## src/lsc_pkg.sv

```systemverilog
// Shared types, constants and helper functions of the calibrated line sensor.
package lsc_pkg;

	localparam int CHANNELS    = 8;
	localparam int SAMPLE_BITS = 12;
	localparam int CH_W        = $clog2(CHANNELS);
	localparam int PCT_SCALE   = 100;
	localparam int PCT_W       = 7;
	localparam int VAL_W       = 10;
	localparam int POS_W       = 10;
	localparam int POS_LIMIT   = 1023;
	localparam int CFG_IDX_W   = 2;
	localparam int FIFO_DEPTH_DEF = 2;

	// sum of mapped values and weighted sum
	localparam int SUM_W  = VAL_W + $clog2(CHANNELS);
	localparam int WSUM_W = $clog2(PCT_SCALE * 1023 * CHANNELS * (CHANNELS - 1) / 2 + 1);
	// quotient bits of the centroid (weights are 0..100*(CHANNELS-1))
	localparam int QW     = $clog2(PCT_SCALE * (CHANNELS - 1) + 1);
	localparam int QR_W   = (QW > VAL_W) ? QW : VAL_W;
	localparam int DIV_W  = SUM_W + QR_W;

	typedef enum logic [CFG_IDX_W-1:0] {
		CFG_OUT_MIN = 2'd0,
		CFG_OUT_MAX = 2'd1
	} cfg_idx_t;

	typedef struct packed {
		logic        mode;
		logic [11:0] sample_0;
		logic [11:0] sample_1;
		logic [11:0] sample_2;
		logic [11:0] sample_3;
		logic [11:0] sample_4;
		logic [11:0] sample_5;
		logic [11:0] sample_6;
		logic [11:0] sample_7;
	} in_t;

	typedef struct packed {
		logic [POS_W-1:0] line_position;
		logic             line_found;
	} out_t;

	typedef struct packed {
		logic [VAL_W-1:0] out_min;
		logic [VAL_W-1:0] out_max;
	} cfg_t;

	typedef struct packed {
		logic                           mode;
		logic [CHANNELS-1:0][PCT_W-1:0] pct;
	} q_entry_t;

	typedef enum logic [2:0] {
		B_IDLE,
		B_MAP,
		B_DIV,
		B_ACC,
		B_FDIV,
		B_OUT
	} back_st_t;

	// raw * 100 >> SAMPLE_BITS, always 0..99
	function automatic logic [PCT_W-1:0] pct_of(input logic [SAMPLE_BITS-1:0] raw);
		logic [SAMPLE_BITS+PCT_W-1:0] p;
		p = raw * (SAMPLE_BITS+PCT_W)'(PCT_SCALE);
		return p[SAMPLE_BITS+PCT_W-1:SAMPLE_BITS];
	endfunction

	// centroid weight of a channel
	function automatic logic [QW-1:0] ch_weight(input logic [CH_W-1:0] ch);
		return QW'(PCT_SCALE * int'(ch));
	endfunction

endpackage

```

## src/lsc_front.sv

```systemverilog
// Front end: takes scans, converts samples to percent and pushes queue entries.
module lsc_front import lsc_pkg::*; (
	input  logic     in_valid,
	output logic     in_stall,
	input  in_t      in_data,
	input  logic     q_full,
	output logic     q_push,
	output q_entry_t q_wdata
);

	logic [CHANNELS-1:0][SAMPLE_BITS-1:0] smp;

	// unpack the scan into a channel array
	assign smp[0] = in_data.sample_0;
	assign smp[1] = in_data.sample_1;
	assign smp[2] = in_data.sample_2;
	assign smp[3] = in_data.sample_3;
	assign smp[4] = in_data.sample_4;
	assign smp[5] = in_data.sample_5;
	assign smp[6] = in_data.sample_6;
	assign smp[7] = in_data.sample_7;

	// percent conversion, one constant multiply per channel
	always_comb begin
		q_wdata.mode = in_data.mode;
		for (int i = 0; i < CHANNELS; i++) begin
			q_wdata.pct[i] = pct_of(smp[i]);
		end
	end

	assign in_stall = q_full;
	assign q_push   = in_valid & ~q_full;

endmodule

```

## src/lsc_fifo.sv

```systemverilog
// Short queue of classified scans between front and back end.
module lsc_fifo import lsc_pkg::*; #(
	parameter int DEPTH = FIFO_DEPTH_DEF
) (
	input  logic     clk,
	input  logic     arst_n,
	input  logic     push,
	input  q_entry_t wdata,
	output logic     full,
	input  logic     pop,
	output logic     valid,
	output q_entry_t rdata
);

	localparam int PTR_W = (DEPTH > 1) ? $clog2(DEPTH) : 1;
	localparam int CNT_W = $clog2(DEPTH + 1);

	q_entry_t             mem_q [DEPTH];
	logic [PTR_W-1:0]     wr_ptr_q, rd_ptr_q;
	logic [CNT_W-1:0]     cnt_q;

	assign full  = (cnt_q == CNT_W'(DEPTH));
	assign valid = (cnt_q != '0);
	assign rdata = mem_q[rd_ptr_q];

	// storage
	always_ff @(posedge clk) begin
		if (push) begin
			mem_q[wr_ptr_q] <= wdata;
		end
	end

	// pointers and fill count
	always_ff @(posedge clk or negedge arst_n) begin
		if (!arst_n) begin
			wr_ptr_q <= '0;
			rd_ptr_q <= '0;
			cnt_q    <= '0;
		end else begin
			if (push) begin
				wr_ptr_q <= (wr_ptr_q == PTR_W'(DEPTH - 1)) ? '0 : wr_ptr_q + 1'b1;
			end
			if (pop) begin
				rd_ptr_q <= (rd_ptr_q == PTR_W'(DEPTH - 1)) ? '0 : rd_ptr_q + 1'b1;
			end
			if (push && !pop) begin
				cnt_q <= cnt_q + 1'b1;
			end else if (pop && !push) begin
				cnt_q <= cnt_q - 1'b1;
			end
		end
	end

endmodule

```

## src/lsc_back.sv

```systemverilog
// Back end: calibration update, per-channel mapping and centroid on a shared divider.
module lsc_back import lsc_pkg::*; (
	input  logic     clk,
	input  logic     arst_n,
	input  cfg_t     cfg,
	input  logic     q_valid,
	input  q_entry_t q_rdata,
	output logic     q_pop,
	output logic     out_valid,
	input  logic     out_stall,
	output out_t     out_data
);

	back_st_t st_q, st_d;

	logic [PCT_W-1:0]  max_q [CHANNELS];
	logic [PCT_W-1:0]  min_q [CHANNELS];
	logic [CHANNELS-1:0][PCT_W-1:0] pct_q;
	logic [CH_W-1:0]   ch_q;
	logic [SUM_W-1:0]  sum_q;
	logic [WSUM_W-1:0] wsum_q;
	logic [VAL_W-1:0]  v_q;
	logic [POS_W-1:0]  res_pos_q;
	logic              res_found_q;
	logic              out_valid_q;
	out_t              out_q;

	// shared divider
	logic [DIV_W-1:0]        dv_rem_q, dv_den_q;
	logic [QR_W-1:0]         dv_quo_q;
	logic [$clog2(QR_W)-1:0] dv_cnt_q;
	logic                    dv_ge;
	logic [DIV_W-1:0]        dv_rem_n;
	logic [QR_W-1:0]         dv_quo_n;

	// mapping datapath
	logic [PCT_W-1:0] lo, hi, p, c;
	logic [VAL_W-1:0] span;
	logic             empty_rng;
	logic [SUM_W-1:0]  sum_n;
	logic [WSUM_W-1:0] wsum_n;
	logic              last_ch, out_ld;

	assign lo        = min_q[ch_q];
	assign hi        = max_q[ch_q];
	assign p         = pct_q[ch_q];
	assign empty_rng = (hi <= lo);
	assign span      = (cfg.out_max >= cfg.out_min) ? cfg.out_max - cfg.out_min : '0;
	assign c         = (p < lo) ? lo : ((p > hi) ? hi : p);

	assign dv_ge    = (dv_rem_q >= dv_den_q);
	assign dv_rem_n = dv_ge ? dv_rem_q - dv_den_q : dv_rem_q;
	assign dv_quo_n = {dv_quo_q[QR_W-2:0], dv_ge};

	assign sum_n   = sum_q + SUM_W'(v_q);
	assign wsum_n  = wsum_q + WSUM_W'(ch_weight(ch_q) * v_q);
	assign last_ch = (ch_q == CH_W'(CHANNELS - 1));
	assign out_ld  = (st_q == B_OUT) && (!out_valid_q || !out_stall);

	// state register
	always_ff @(posedge clk or negedge arst_n) begin
		if (!arst_n) begin
			st_q <= B_IDLE;
		end else begin
			st_q <= st_d;
		end
	end

	// next state
	always_comb begin
		st_d  = st_q;
		q_pop = 1'b0;
		case (st_q)
			B_IDLE: begin
				if (q_valid) begin
					q_pop = 1'b1;
					st_d  = q_rdata.mode ? B_MAP : B_OUT;
				end
			end
			B_MAP:  st_d = empty_rng ? B_ACC : B_DIV;
			B_DIV:  st_d = (dv_cnt_q == '0) ? B_ACC : B_DIV;
			B_ACC: begin
				if (!last_ch) begin
					st_d = B_MAP;
				end else begin
					st_d = (sum_n == '0) ? B_OUT : B_FDIV;
				end
			end
			B_FDIV: st_d = (dv_cnt_q == '0) ? B_OUT : B_FDIV;
			B_OUT:  st_d = out_ld ? B_IDLE : B_OUT;
			default: st_d = B_IDLE;
		endcase
	end

	// datapath
	always_ff @(posedge clk or negedge arst_n) begin
		if (!arst_n) begin
			for (int i = 0; i < CHANNELS; i++) begin
				max_q[i] <= '0;
				min_q[i] <= '0;
			end
			pct_q       <= '0;
			ch_q        <= '0;
			sum_q       <= '0;
			wsum_q      <= '0;
			v_q         <= '0;
			res_pos_q   <= '0;
			res_found_q <= 1'b0;
			dv_rem_q    <= '0;
			dv_den_q    <= '0;
			dv_quo_q    <= '0;
			dv_cnt_q    <= '0;
			out_valid_q <= 1'b0;
			out_q       <= '0;
		end else begin
			case (st_q)
				B_IDLE: begin
					if (q_valid) begin
						pct_q       <= q_rdata.pct;
						ch_q        <= '0;
						sum_q       <= '0;
						wsum_q      <= '0;
						res_pos_q   <= '0;
						res_found_q <= 1'b0;
						// calibration widens every channel at once
						if (!q_rdata.mode) begin
							for (int i = 0; i < CHANNELS; i++) begin
								if (q_rdata.pct[i] > max_q[i]) begin
									max_q[i] <= q_rdata.pct[i];
								end
								if (q_rdata.pct[i] < min_q[i] || min_q[i] == '0) begin
									min_q[i] <= q_rdata.pct[i];
								end
							end
						end
					end
				end
				B_MAP: begin
					v_q      <= cfg.out_min;
					dv_rem_q <= DIV_W'((c - lo) * span);
					dv_den_q <= DIV_W'(hi - lo) << (VAL_W - 1);
					dv_quo_q <= '0;
					dv_cnt_q <= ($clog2(QR_W))'(VAL_W - 1);
				end
				B_DIV: begin
					dv_rem_q <= dv_rem_n;
					dv_den_q <= dv_den_q >> 1;
					dv_quo_q <= dv_quo_n;
					dv_cnt_q <= dv_cnt_q - 1'b1;
					if (dv_cnt_q == '0) begin
						v_q <= dv_quo_n[VAL_W-1:0] + cfg.out_min;
					end
				end
				B_ACC: begin
					sum_q  <= sum_n;
					wsum_q <= wsum_n;
					ch_q   <= ch_q + 1'b1;
					// start the centroid division
					dv_rem_q <= DIV_W'(wsum_n);
					dv_den_q <= DIV_W'(sum_n) << (QW - 1);
					dv_quo_q <= '0;
					dv_cnt_q <= ($clog2(QR_W))'(QW - 1);
				end
				B_FDIV: begin
					dv_rem_q <= dv_rem_n;
					dv_den_q <= dv_den_q >> 1;
					dv_quo_q <= dv_quo_n;
					dv_cnt_q <= dv_cnt_q - 1'b1;
					if (dv_cnt_q == '0) begin
						res_found_q <= 1'b1;
						res_pos_q   <= (dv_quo_n > QR_W'(POS_LIMIT)) ? POS_W'(POS_LIMIT)
							: dv_quo_n[POS_W-1:0];
					end
				end
				default: ;
			endcase

			// output register
			if (out_ld) begin
				out_valid_q         <= 1'b1;
				out_q.line_position <= res_pos_q;
				out_q.line_found    <= res_found_q;
			end else if (!out_stall) begin
				out_valid_q <= 1'b0;
			end
		end
	end

	assign out_valid = out_valid_q;
	assign out_data  = out_q;

	a_pop_idle: assert property (@(posedge clk) disable iff (!arst_n)
		q_pop |-> st_q == B_IDLE) else $error("queue popped while busy");
	a_div_cnt: assert property (@(posedge clk) disable iff (!arst_n)
		(st_q == B_DIV || st_q == B_FDIV) |-> dv_cnt_q < ($clog2(QR_W))'(QR_W))
		else $error("divider step count out of range");
	a_notfound_zero: assert property (@(posedge clk) disable iff (!arst_n)
		out_ld && !res_found_q |-> res_pos_q == '0)
		else $error("position nonzero without line");
	a_pos_range: assert property (@(posedge clk) disable iff (!arst_n)
		out_ld && res_found_q |-> res_pos_q <= POS_W'(POS_LIMIT))
		else $error("position above limit");

endmodule

```

## src/line_sensor_calibrated_position.sv

```systemverilog
// Top level of the calibrated reflectance line sensor.
// Input channel in_valid/in_stall/in_data carries one scan: mode and eight
// 12-bit samples. Mode 0 widens the stored per-channel min/max percent and
// returns position 0, not found. Mode 1 maps each channel onto
// out_min..out_max and returns the weighted centroid 0..700 and a found flag.
// Output channel out_valid/out_stall/out_data gives exactly one result per scan.
// Config channel cfg_valid/cfg_ready/cfg_index/cfg_data writes out_min (index 0)
// and out_max (index 1); cfg_ready is always high.
// Sequence: a calibrate scan goes from idle straight to the output load; a
// measure scan runs map, divider steps and accumulate for each channel (a
// channel with an empty min/max range skips the divider), then the final
// divider steps for the QW = 10 centroid quotient bits, skipped when the sum
// is zero, and the output load. One shared restoring divider gives one
// quotient bit a cycle; scans are processed one at a time.
// A small queue holds accepted scans, so in_stall rises only when it is full.
// When the receiver stalls, the result holds in the output register and the
// back end finishes the next scan, then waits.
// Reset clears the queue, calibration (all channels unset) and sets
// out_min = 0, out_max = 1000.
module line_sensor_calibrated_position import lsc_pkg::*; #(
	parameter int FIFO_DEPTH = FIFO_DEPTH_DEF
) (
	input  logic                 clk,
	input  logic                 arst_n,
	input  logic                 in_valid,
	output logic                 in_stall,
	input  in_t                  in_data,
	output logic                 out_valid,
	input  logic                 out_stall,
	output out_t                 out_data,
	input  logic                 cfg_valid,
	output logic                 cfg_ready,
	input  logic [CFG_IDX_W-1:0] cfg_index,
	input  logic [VAL_W-1:0]     cfg_data
);

	cfg_t     cfg_q;
	logic     q_full, q_push, q_pop, q_valid;
	q_entry_t q_wdata, q_rdata;

	assign cfg_ready = 1'b1;

	// config registers
	always_ff @(posedge clk or negedge arst_n) begin
		if (!arst_n) begin
			cfg_q.out_min <= VAL_W'(0);
			cfg_q.out_max <= VAL_W'(1000);
		end else if (cfg_valid) begin
			case (cfg_index)
				CFG_OUT_MIN: cfg_q.out_min <= cfg_data;
				CFG_OUT_MAX: cfg_q.out_max <= cfg_data;
				default: ;
			endcase
		end
	end

	lsc_front u_front (
		.in_valid (in_valid),
		.in_stall (in_stall),
		.in_data  (in_data),
		.q_full   (q_full),
		.q_push   (q_push),
		.q_wdata  (q_wdata)
	);

	lsc_fifo #(.DEPTH(FIFO_DEPTH)) u_fifo (
		.clk    (clk),
		.arst_n (arst_n),
		.push   (q_push),
		.wdata  (q_wdata),
		.full   (q_full),
		.pop    (q_pop),
		.valid  (q_valid),
		.rdata  (q_rdata)
	);

	lsc_back u_back (
		.clk       (clk),
		.arst_n    (arst_n),
		.cfg       (cfg_q),
		.q_valid   (q_valid),
		.q_rdata   (q_rdata),
		.q_pop     (q_pop),
		.out_valid (out_valid),
		.out_stall (out_stall),
		.out_data  (out_data)
	);

endmodule

```

## config.mk

```make
export PLATFORM = sky130hd
export DESIGN_NAME = line_sensor_calibrated_position
export DESIGN_NICKNAME = d
export VERILOG_FILES = /design/src/lsc_pkg.sv /design/src/lsc_front.sv /design/src/lsc_fifo.sv /design/src/lsc_back.sv /design/src/line_sensor_calibrated_position.sv
export SDC_FILE = /design/constraint.sdc
export NUM_CORES = 2
export LEC_CHECK = 0
export BUFFER_PORTS_ARGS = -buffer_cell sky130_fd_sc_hd__buf_2
export CAP_MARGIN = 20
export CORE_MARGIN = 4
export CORE_UTILIZATION = 35
export DETAILED_ROUTE_END_ITERATION = 7
export GPL_ROUTABILITY_DRIVEN = 1
export GPL_TIMING_DRIVEN = 0
export MAX_ROUTING_LAYER = met4
export SLEW_MARGIN = 5
export SYNTH_ARGS = -nofsm -noshare
export SYNTH_HDL_FRONTEND = slang
export SYNTH_HIERARCHICAL = 1
export SYNTH_SLANG_ARGS = --single-unit
```

## constraint.sdc

```tcl
create_clock -name clk -period 13.05 [get_ports clk]
set_input_delay 0.6525 -clock clk [delete_from_list [all_inputs] [get_ports clk]]
set_output_delay 0.6525 -clock clk [all_outputs]
set_load 0.01 [all_outputs]
```

Yosys cells after proc, flatten, opt, wreduce, memory -nomap -nowiden
Memories as Yosys holds them, arrays and structs flattened.
Cells that the tools add are included.
{"block": "op_classes", "n_reduce_logical": 60, "n_mux": 50, "n_mul": 11, "shift": 0, "eq_ne": 13, "addsub": 13, "n_lt_le_gt_ge": 24, "bitwise_logic": 4, "n_div": 0}
{"operator": "case mux 23 bit (3 select lines)", "n": 2}
{"operator": "multiplier 12 x 5 -> 17 bit, second input constant", "n": 8}
{"operator": "AND reduction 4 bit", "n": 16}
{"operator": "binary-select mux 7 bit (select 3 bit)", "n": 3}
{"operator": "> comparator 7 bit", "n": 9}
{"operator": "less-than comparator 7 bit", "n": 9}
{"operator": "logical NOT 7 bit", "n": 8}
{"operator": "2-to-1 mux 10 bit", "n": 5}
{"operator": "2-to-1 mux 7 bit", "n": 7}
{"operator": "case mux 22 bit (2 select lines)", "n": 1}
{"operator": "case mux 10 bit (2 select lines)", "n": 2}
{"operator": "case mux 13 bit (2 select lines)", "n": 1}
{"operator": "greater-or-equal comparator 23 bit", "n": 1}
{"operator": "multiplier 23 x 10 -> 23 bit", "n": 1}
{"operator": "2-to-1 mux 23 bit", "n": 1}
{"operator": "subtractor 23 bit", "n": 1}
{"operator": "adder 22 x 20 -> 22 bit", "n": 1}
{"operator": "2-to-1 mux 22 bit", "n": 1}
{"operator": "multiplier 8 x 10 -> 18 bit", "n": 1}
{"operator": "case mux 3 bit (6 select lines)", "n": 1}
{"operator": "case mux 9 bit (2 select lines)", "n": 1}
{"operator": "subtractor 7 x 7 -> 8 bit", "n": 2}
{"operator": "2-to-1 mux 3 bit", "n": 5}
{"operator": "2-to-1 mux 1 bit", "n": 14}
{"operator": "41 further kinds", "n": 74}
{"block": "word_totals", "elab_cells": 219, "out_inout_bits": 14, "inputBits": 114, "mem_bits_ro": 0, "ramBits": 114, "memories": 1, "reg_bits": 325, "latchBits": 0}
{"memory": "u_fifo.mem_q", "words": 2, "word_bits": 57, "read_ports": 1, "rd_ports_with_merged_regs": 0, "write_ports": 1, "line_no": "lsc_fifo.sv:18", "rtl": "q_entry_t mem_q [DEPTH];"}

Depth between registers and ports, before layout
{"block": "depth", "depth_word": 10, "mapped_depth": 44, "depth_no_buf": 42}

Modules after synthesis
The synthesis kept the hierarchy.
{"mod": "lsc_back", "seq_area_each_um2": 7482.2, "area_per_inst_um2": 24842.6, "instances": 1, "cells_per_inst": 2625}
{"mod": "lsc_front", "seq_area_each_um2": 0.0, "area_per_inst_um2": 7109.3, "instances": 1, "cells_per_inst": 754}
{"mod": "lsc_fifo", "seq_area_each_um2": 3523.4, "area_per_inst_um2": 4377.9, "instances": 1, "cells_per_inst": 193}
{"mod": "line_sensor_calibrated_position", "seq_area_each_um2": 508.0, "area_per_inst_um2": 824.5, "instances": 1, "cells_per_inst": 46}

Least setup slack after synthesis
Ideal clock, no wire load.
{"block": "synth_path", "kind": "register to register", "start": "reg u_back.ch_q[0]", "end": "reg u_back.dv_rem_q[17]", "path_buffers": 3, "required_time_ns": 12.929, "path_stages_with_launch": 40, "setup_ns": 0.121, "synth_period_minus_slack_ns": 9.871, "setup_slack_ns": 3.179, "t_arrival_ns": 9.750, "cell_sequence": "dfrtp_1 buf_4 buf_1 mux4_2 o21ai_0 inv_1 ha_1 nor2b_1 o21ai_0 a21oi_1 a211o_1 a21o_1 a21oi_1 a41oi_1 mux2i_1 mux2i_1 ha_1 and3_1 [... 4 more ...] nand2_1 fa_1 fa_1 inv_1 fa_1 inv_1 fa_1 inv_1 ha_1 and3_1 a221o_1 o21ai_0 o21ai_0 o41a_1 a31oi_1 xor2_1 nor2_1 o22a_1"}
{"block": "synth_between", "elab_chain_cells": 10, "elab_cells_between_ends": 19, "cone_classes": "2 x add/sub; 3 x mul; 2 x order compare; 11 x mux; 1 x bitwise"}
{"element": "start, declared", "line_no": "lsc_back.sv:19", "rtl": "logic [CH_W-1:0] ch_q;"}
{"element": "start signal, assigned", "line_no": "lsc_back.sv:157", "rtl": "ch_q <= ch_q + 1'b1;"}
{"element": "inverter 3 -> 4 bit (implied by the code)", "line_no": "lsc_back.sv:44, lsc_back.sv:45"}
{"element": "binary-select mux 7 bit (select 3 bit)", "line_no": "lsc_back.sv:45", "rtl": "assign hi = max_q[ch_q];"}
{"element": "2-to-1 mux 7 bit (implied by the code) (2 in a row)", "line_no": "lsc_back.sv:45"}
{"element": "> comparator 7 bit", "line_no": "lsc_back.sv:49", "rtl": "assign c = (p < lo) ? lo : ((p > hi) ? hi : p);"}
{"element": "2-to-1 mux 7 bit (2 in a row)", "line_no": "lsc_back.sv:49"}
{"element": "subtractor 7 x 7 -> 8 bit", "line_no": "lsc_back.sv:140", "rtl": "dv_rem_q <= DIV_W'((c - lo) * span);"}
{"element": "multiplier 23 x 10 -> 23 bit", "line_no": "lsc_back.sv:140"}
{"element": "case mux 23 bit (3 select lines) (*)", "line_no": "lsc_back.sv:116", "rtl": "case (st_q)"}
{"element": "end signal, assigned", "line_no": "lsc_back.sv:140"}
{"element": "end signal, assigned", "line_no": "lsc_back.sv:146", "rtl": "dv_rem_q <= dv_rem_n;"}
{"element": "end signal, assigned", "line_no": "lsc_back.sv:159", "rtl": "dv_rem_q <= DIV_W'(wsum_n);"}
{"element": "end, declared", "line_no": "lsc_back.sv:29", "rtl": "logic [DIV_W-1:0] dv_rem_q, dv_den_q;"}
Every way passes the cells marked *; elsewhere a longest branch is shown, timed or not. The select of a mux whose other input is x is not followed.
A chain may end at the register's enable or synchronous reset.

Worst setup path in the final report
{"block": "layout_path", "start": "reg u_back.ch_q[1]", "end": "reg u_back.dv_rem_q[17]"}
Same word-level chain as after synthesis.

==> reports/metrics.cfg <==
[run_status]
status=finished, final reports clean

[global_routing]
grt_first_pass_wirelength_um=146000
first_global_vias=27100
grt.overflow.total=0
grt_antenna_before_repair=3
pin_count_of_the_biggest_net_entering_global_routing=107
track_usage_pct=16.6

[critical_path]
capturing_element_type_of_the_critical_path=flop
reg2regPathDepth=37
crit_arrival_ps=12700
timing.critical_path.slowest_cell_delay_ps=690
critPathRequiredTime_ps=13550
crit_path_top_delay_cell=clkbuf_1
setup.worst_path.class=flop to flop
critical_path.startpoint_type=flop
critical_path.most_common_cell=fa_1
rrSetupSlack_ps=850
cp_max_fo=10

[yosys]
number_of_warnings_printed_during_yosys_synthesis=6
yosysMostFrequentCell=ha_1
synth-main-ff-cell=dfrtp_1
syn_inst=3618
post_synth_instance_area_um2=37200
synth.yosys.seq_area_share_pct=31.0
synth_top_area_cell=dfrtp_1
post_synth.cell_area_avg_um2=10.3
syn-num-nets=4482
synth-edff-count=114
synth_top_cells_by_count=ha_1 (598), inv_1 (462), nand2_1 (350)
async_set_reset_flop_share_out_of_synthesis_pct=73.9
synthDistinctLibCells=91
synth_seq_cells=437
post-synth-top-area-fraction_pct=21.4
ys_top_cells_by_area=dfrtp_1 (21%), ha_1 (20%), edfxtp_1 (9.2%)

[cts]
cts.root.buffer_cell=clkbuf_16
cts_tree=built
htree_num_levels=2
clk_transition_reported_paths_ps=60
clock_insertion_delay_worst_skew_ps=620
clock_tree.buffer_depth=3
cts-buffers-inserted=49
cts_num_sinks=437

[placed_design]
gp_congestion=0.901
port_buffers=125
dpl.hpwl_um=72200
post-place-cells=5141

[timing]
post-route-period-util_pct=93.5
final_period_minus_worst_setup_slack_ps=12200
report.final.hold_viol_count=0
fmax_mhz=82.0
drv_slew=0
slew_headroom_pct=27.9
finClkSkew_ps=35.2
fin_setup_tns_ps=0
unrepaired_setup_endpoints_after_global_routing=false
finalSetupViolations=0
worst_pin_slew_ps=1080

[floorplan]
floorplan.initialDensity_pct=35.3
floorplan.die.height_um=334
dieWidth_um=334
placeableCoreArea_um2=105000
number_of_placement_rows=119
die_area_um2=111000
top_level_ports=128

[detailed_routing]
antenna_violating_nets_left=0
drc=0
dr.pass1.iters=7
routed_via_density=5.10
routed-via-count=26700
drt-total-wl_um=90600
drtIter0Drc=1595
drt-wirelength-per-cell_um=17.3

[flow_run]
cap_viol_max_count=0

[layout]
post_layout_nonfiller_instances=5237
drive_gt1_share_pct=13.7
area_delta_synth_final_pct=11.3
design.final.nets=4668
filler_cell_count=10300

[min_path]
min_delay_path_depth=1
holdCritPathClass=primary input to flop

## final timing paths
path / start / to
setup / recovery: u_back/ch_q[1] / u_back/dv_rem_q[17]
hold / removal: in_data[96] / u_fifo/mem_q[1][56]
setup reg to reg: u_back/ch_q[1] / u_back/dv_rem_q[17]
hold reg to reg: u_back/pct_q[47] / u_back/pct_q[47]
max in group asynchronous: arst_n / u_back/max_q[50]
min in group asynchronous: arst_n / u_back/out_data[2]
## per-layer routing
layer	routed length (um)	part of all wire (%)	track usage, %	up-vias
met3	3600	4.0	1.88	115
li1	-	-	-	13000
met5	0	0	-	-
met2	43400	48	27.9	484
met1	41600	46	21.6	13100
met4	1960	2.2	3.68	0
## timing repair
item                                   in CTS  in global routing
buffers inserted                            0                  0
endpoints found under the hold margin      41                  0
resized for setup                           0                  0
hold buffers                                1                  0
## worst max-delay path, delay by kind of cell, from the launching register on
kind	cells	cell delay (ps)
AOI/OAI and AO/OA	15	3990
xor gates and xnor gates	1	160
adders and majority gates	7	3180
buffers and inverters	7	2510
DFF	1	370
muxes	3	1300
and+or+nand+nor	4	530
## logic make-up after synthesis
| logic type | count (synthesis) | synth area share [%] |
|---|---|---|
| buffers and inverters | 549 | 5.70 |
| other | 1 | 0.0101 |
| xor gates and xnor gates | 156 | 3.68 |
| DFF | 437 | 31.0 |
| and+or+nand+nor | 839 | 10.4 |
| AOI/OAI and AO/OA | 609 | 11.0 |
| adders and majority gates | 751 | 28.4 |
| muxes | 276 | 9.90 |
## per-stage QoR
step	cell area [um2]	setup WS [ps]	hold slack, ps	util, %
2_1_floorplan	37200	3180	357	-
3_3_place_gp	39500	1140	455	37.5
3_5_place_dp	39700	1020	458	37.7
4_1_cts	41300	961	239	39.3
5_1_grt	41400	14.7	242	39.3
6_report	41400	850	269	39.3
## placed cells by master, fill, tap and decap left out, types with 57 or more instances in the layout
cell type	Yosys	layout
a21o_1	93	93
a21oi_1	134	134
buf_2	3	127
clkbuf_1	63	70
dfrtp_1	317	317
edfxtp_1	114	114
fa_1	152	152
ha_1	598	598
inv_1	462	462
mux2_2	178	178
nand2_1	350	350
nand3_1	57	57
nor2_1	180	180
o21ai_0	123	123
xnor2_1	87	87
xor2_1	69	69
## sequential cells by signal (all words and copies together), names as in the netlist, 4 cells and up
| signal | count |
|---|---|
| cfg_q | 20 |
| u_back/dv_rem_q | 23 |
| u_back/dv_den_q | 23 |
| u_back/dv_quo_q | 9 |
| u_back/out_data | 11 |
| u_back/sum_q | 13 |
| u_back/v_q | 10 |
| u_back/pct_q | 56 |
| u_back/max_q | 56 |
| u_back/dv_cnt_q | 4 |
| u_back/res_pos_q | 10 |
| u_back/min_q | 56 |
| u_fifo/mem_q | 114 |
| u_back/wsum_q | 20 |
## cell type report
cell class | count | area, um2 | area share, %
diodes | 2 | 5.00 | 0.0121
plain buffers | 86 | 379 | 0.917
clock buffers | 62 | 1340 | 3.23
clock inverters | 29 | 295 | 0.714
inverters | 463 | 1740 | 4.20
multi-input cells | 2632 | 23500 | 56.9
flip-flops and latches | 437 | 11500 | 27.8
well taps | 1391 | 1740 | 4.21
repair buffers | 135 | 818 | 1.98
Power is not shown: default switching activity piles up to over one toggle a cycle in this logic, so the estimate is an artifact.
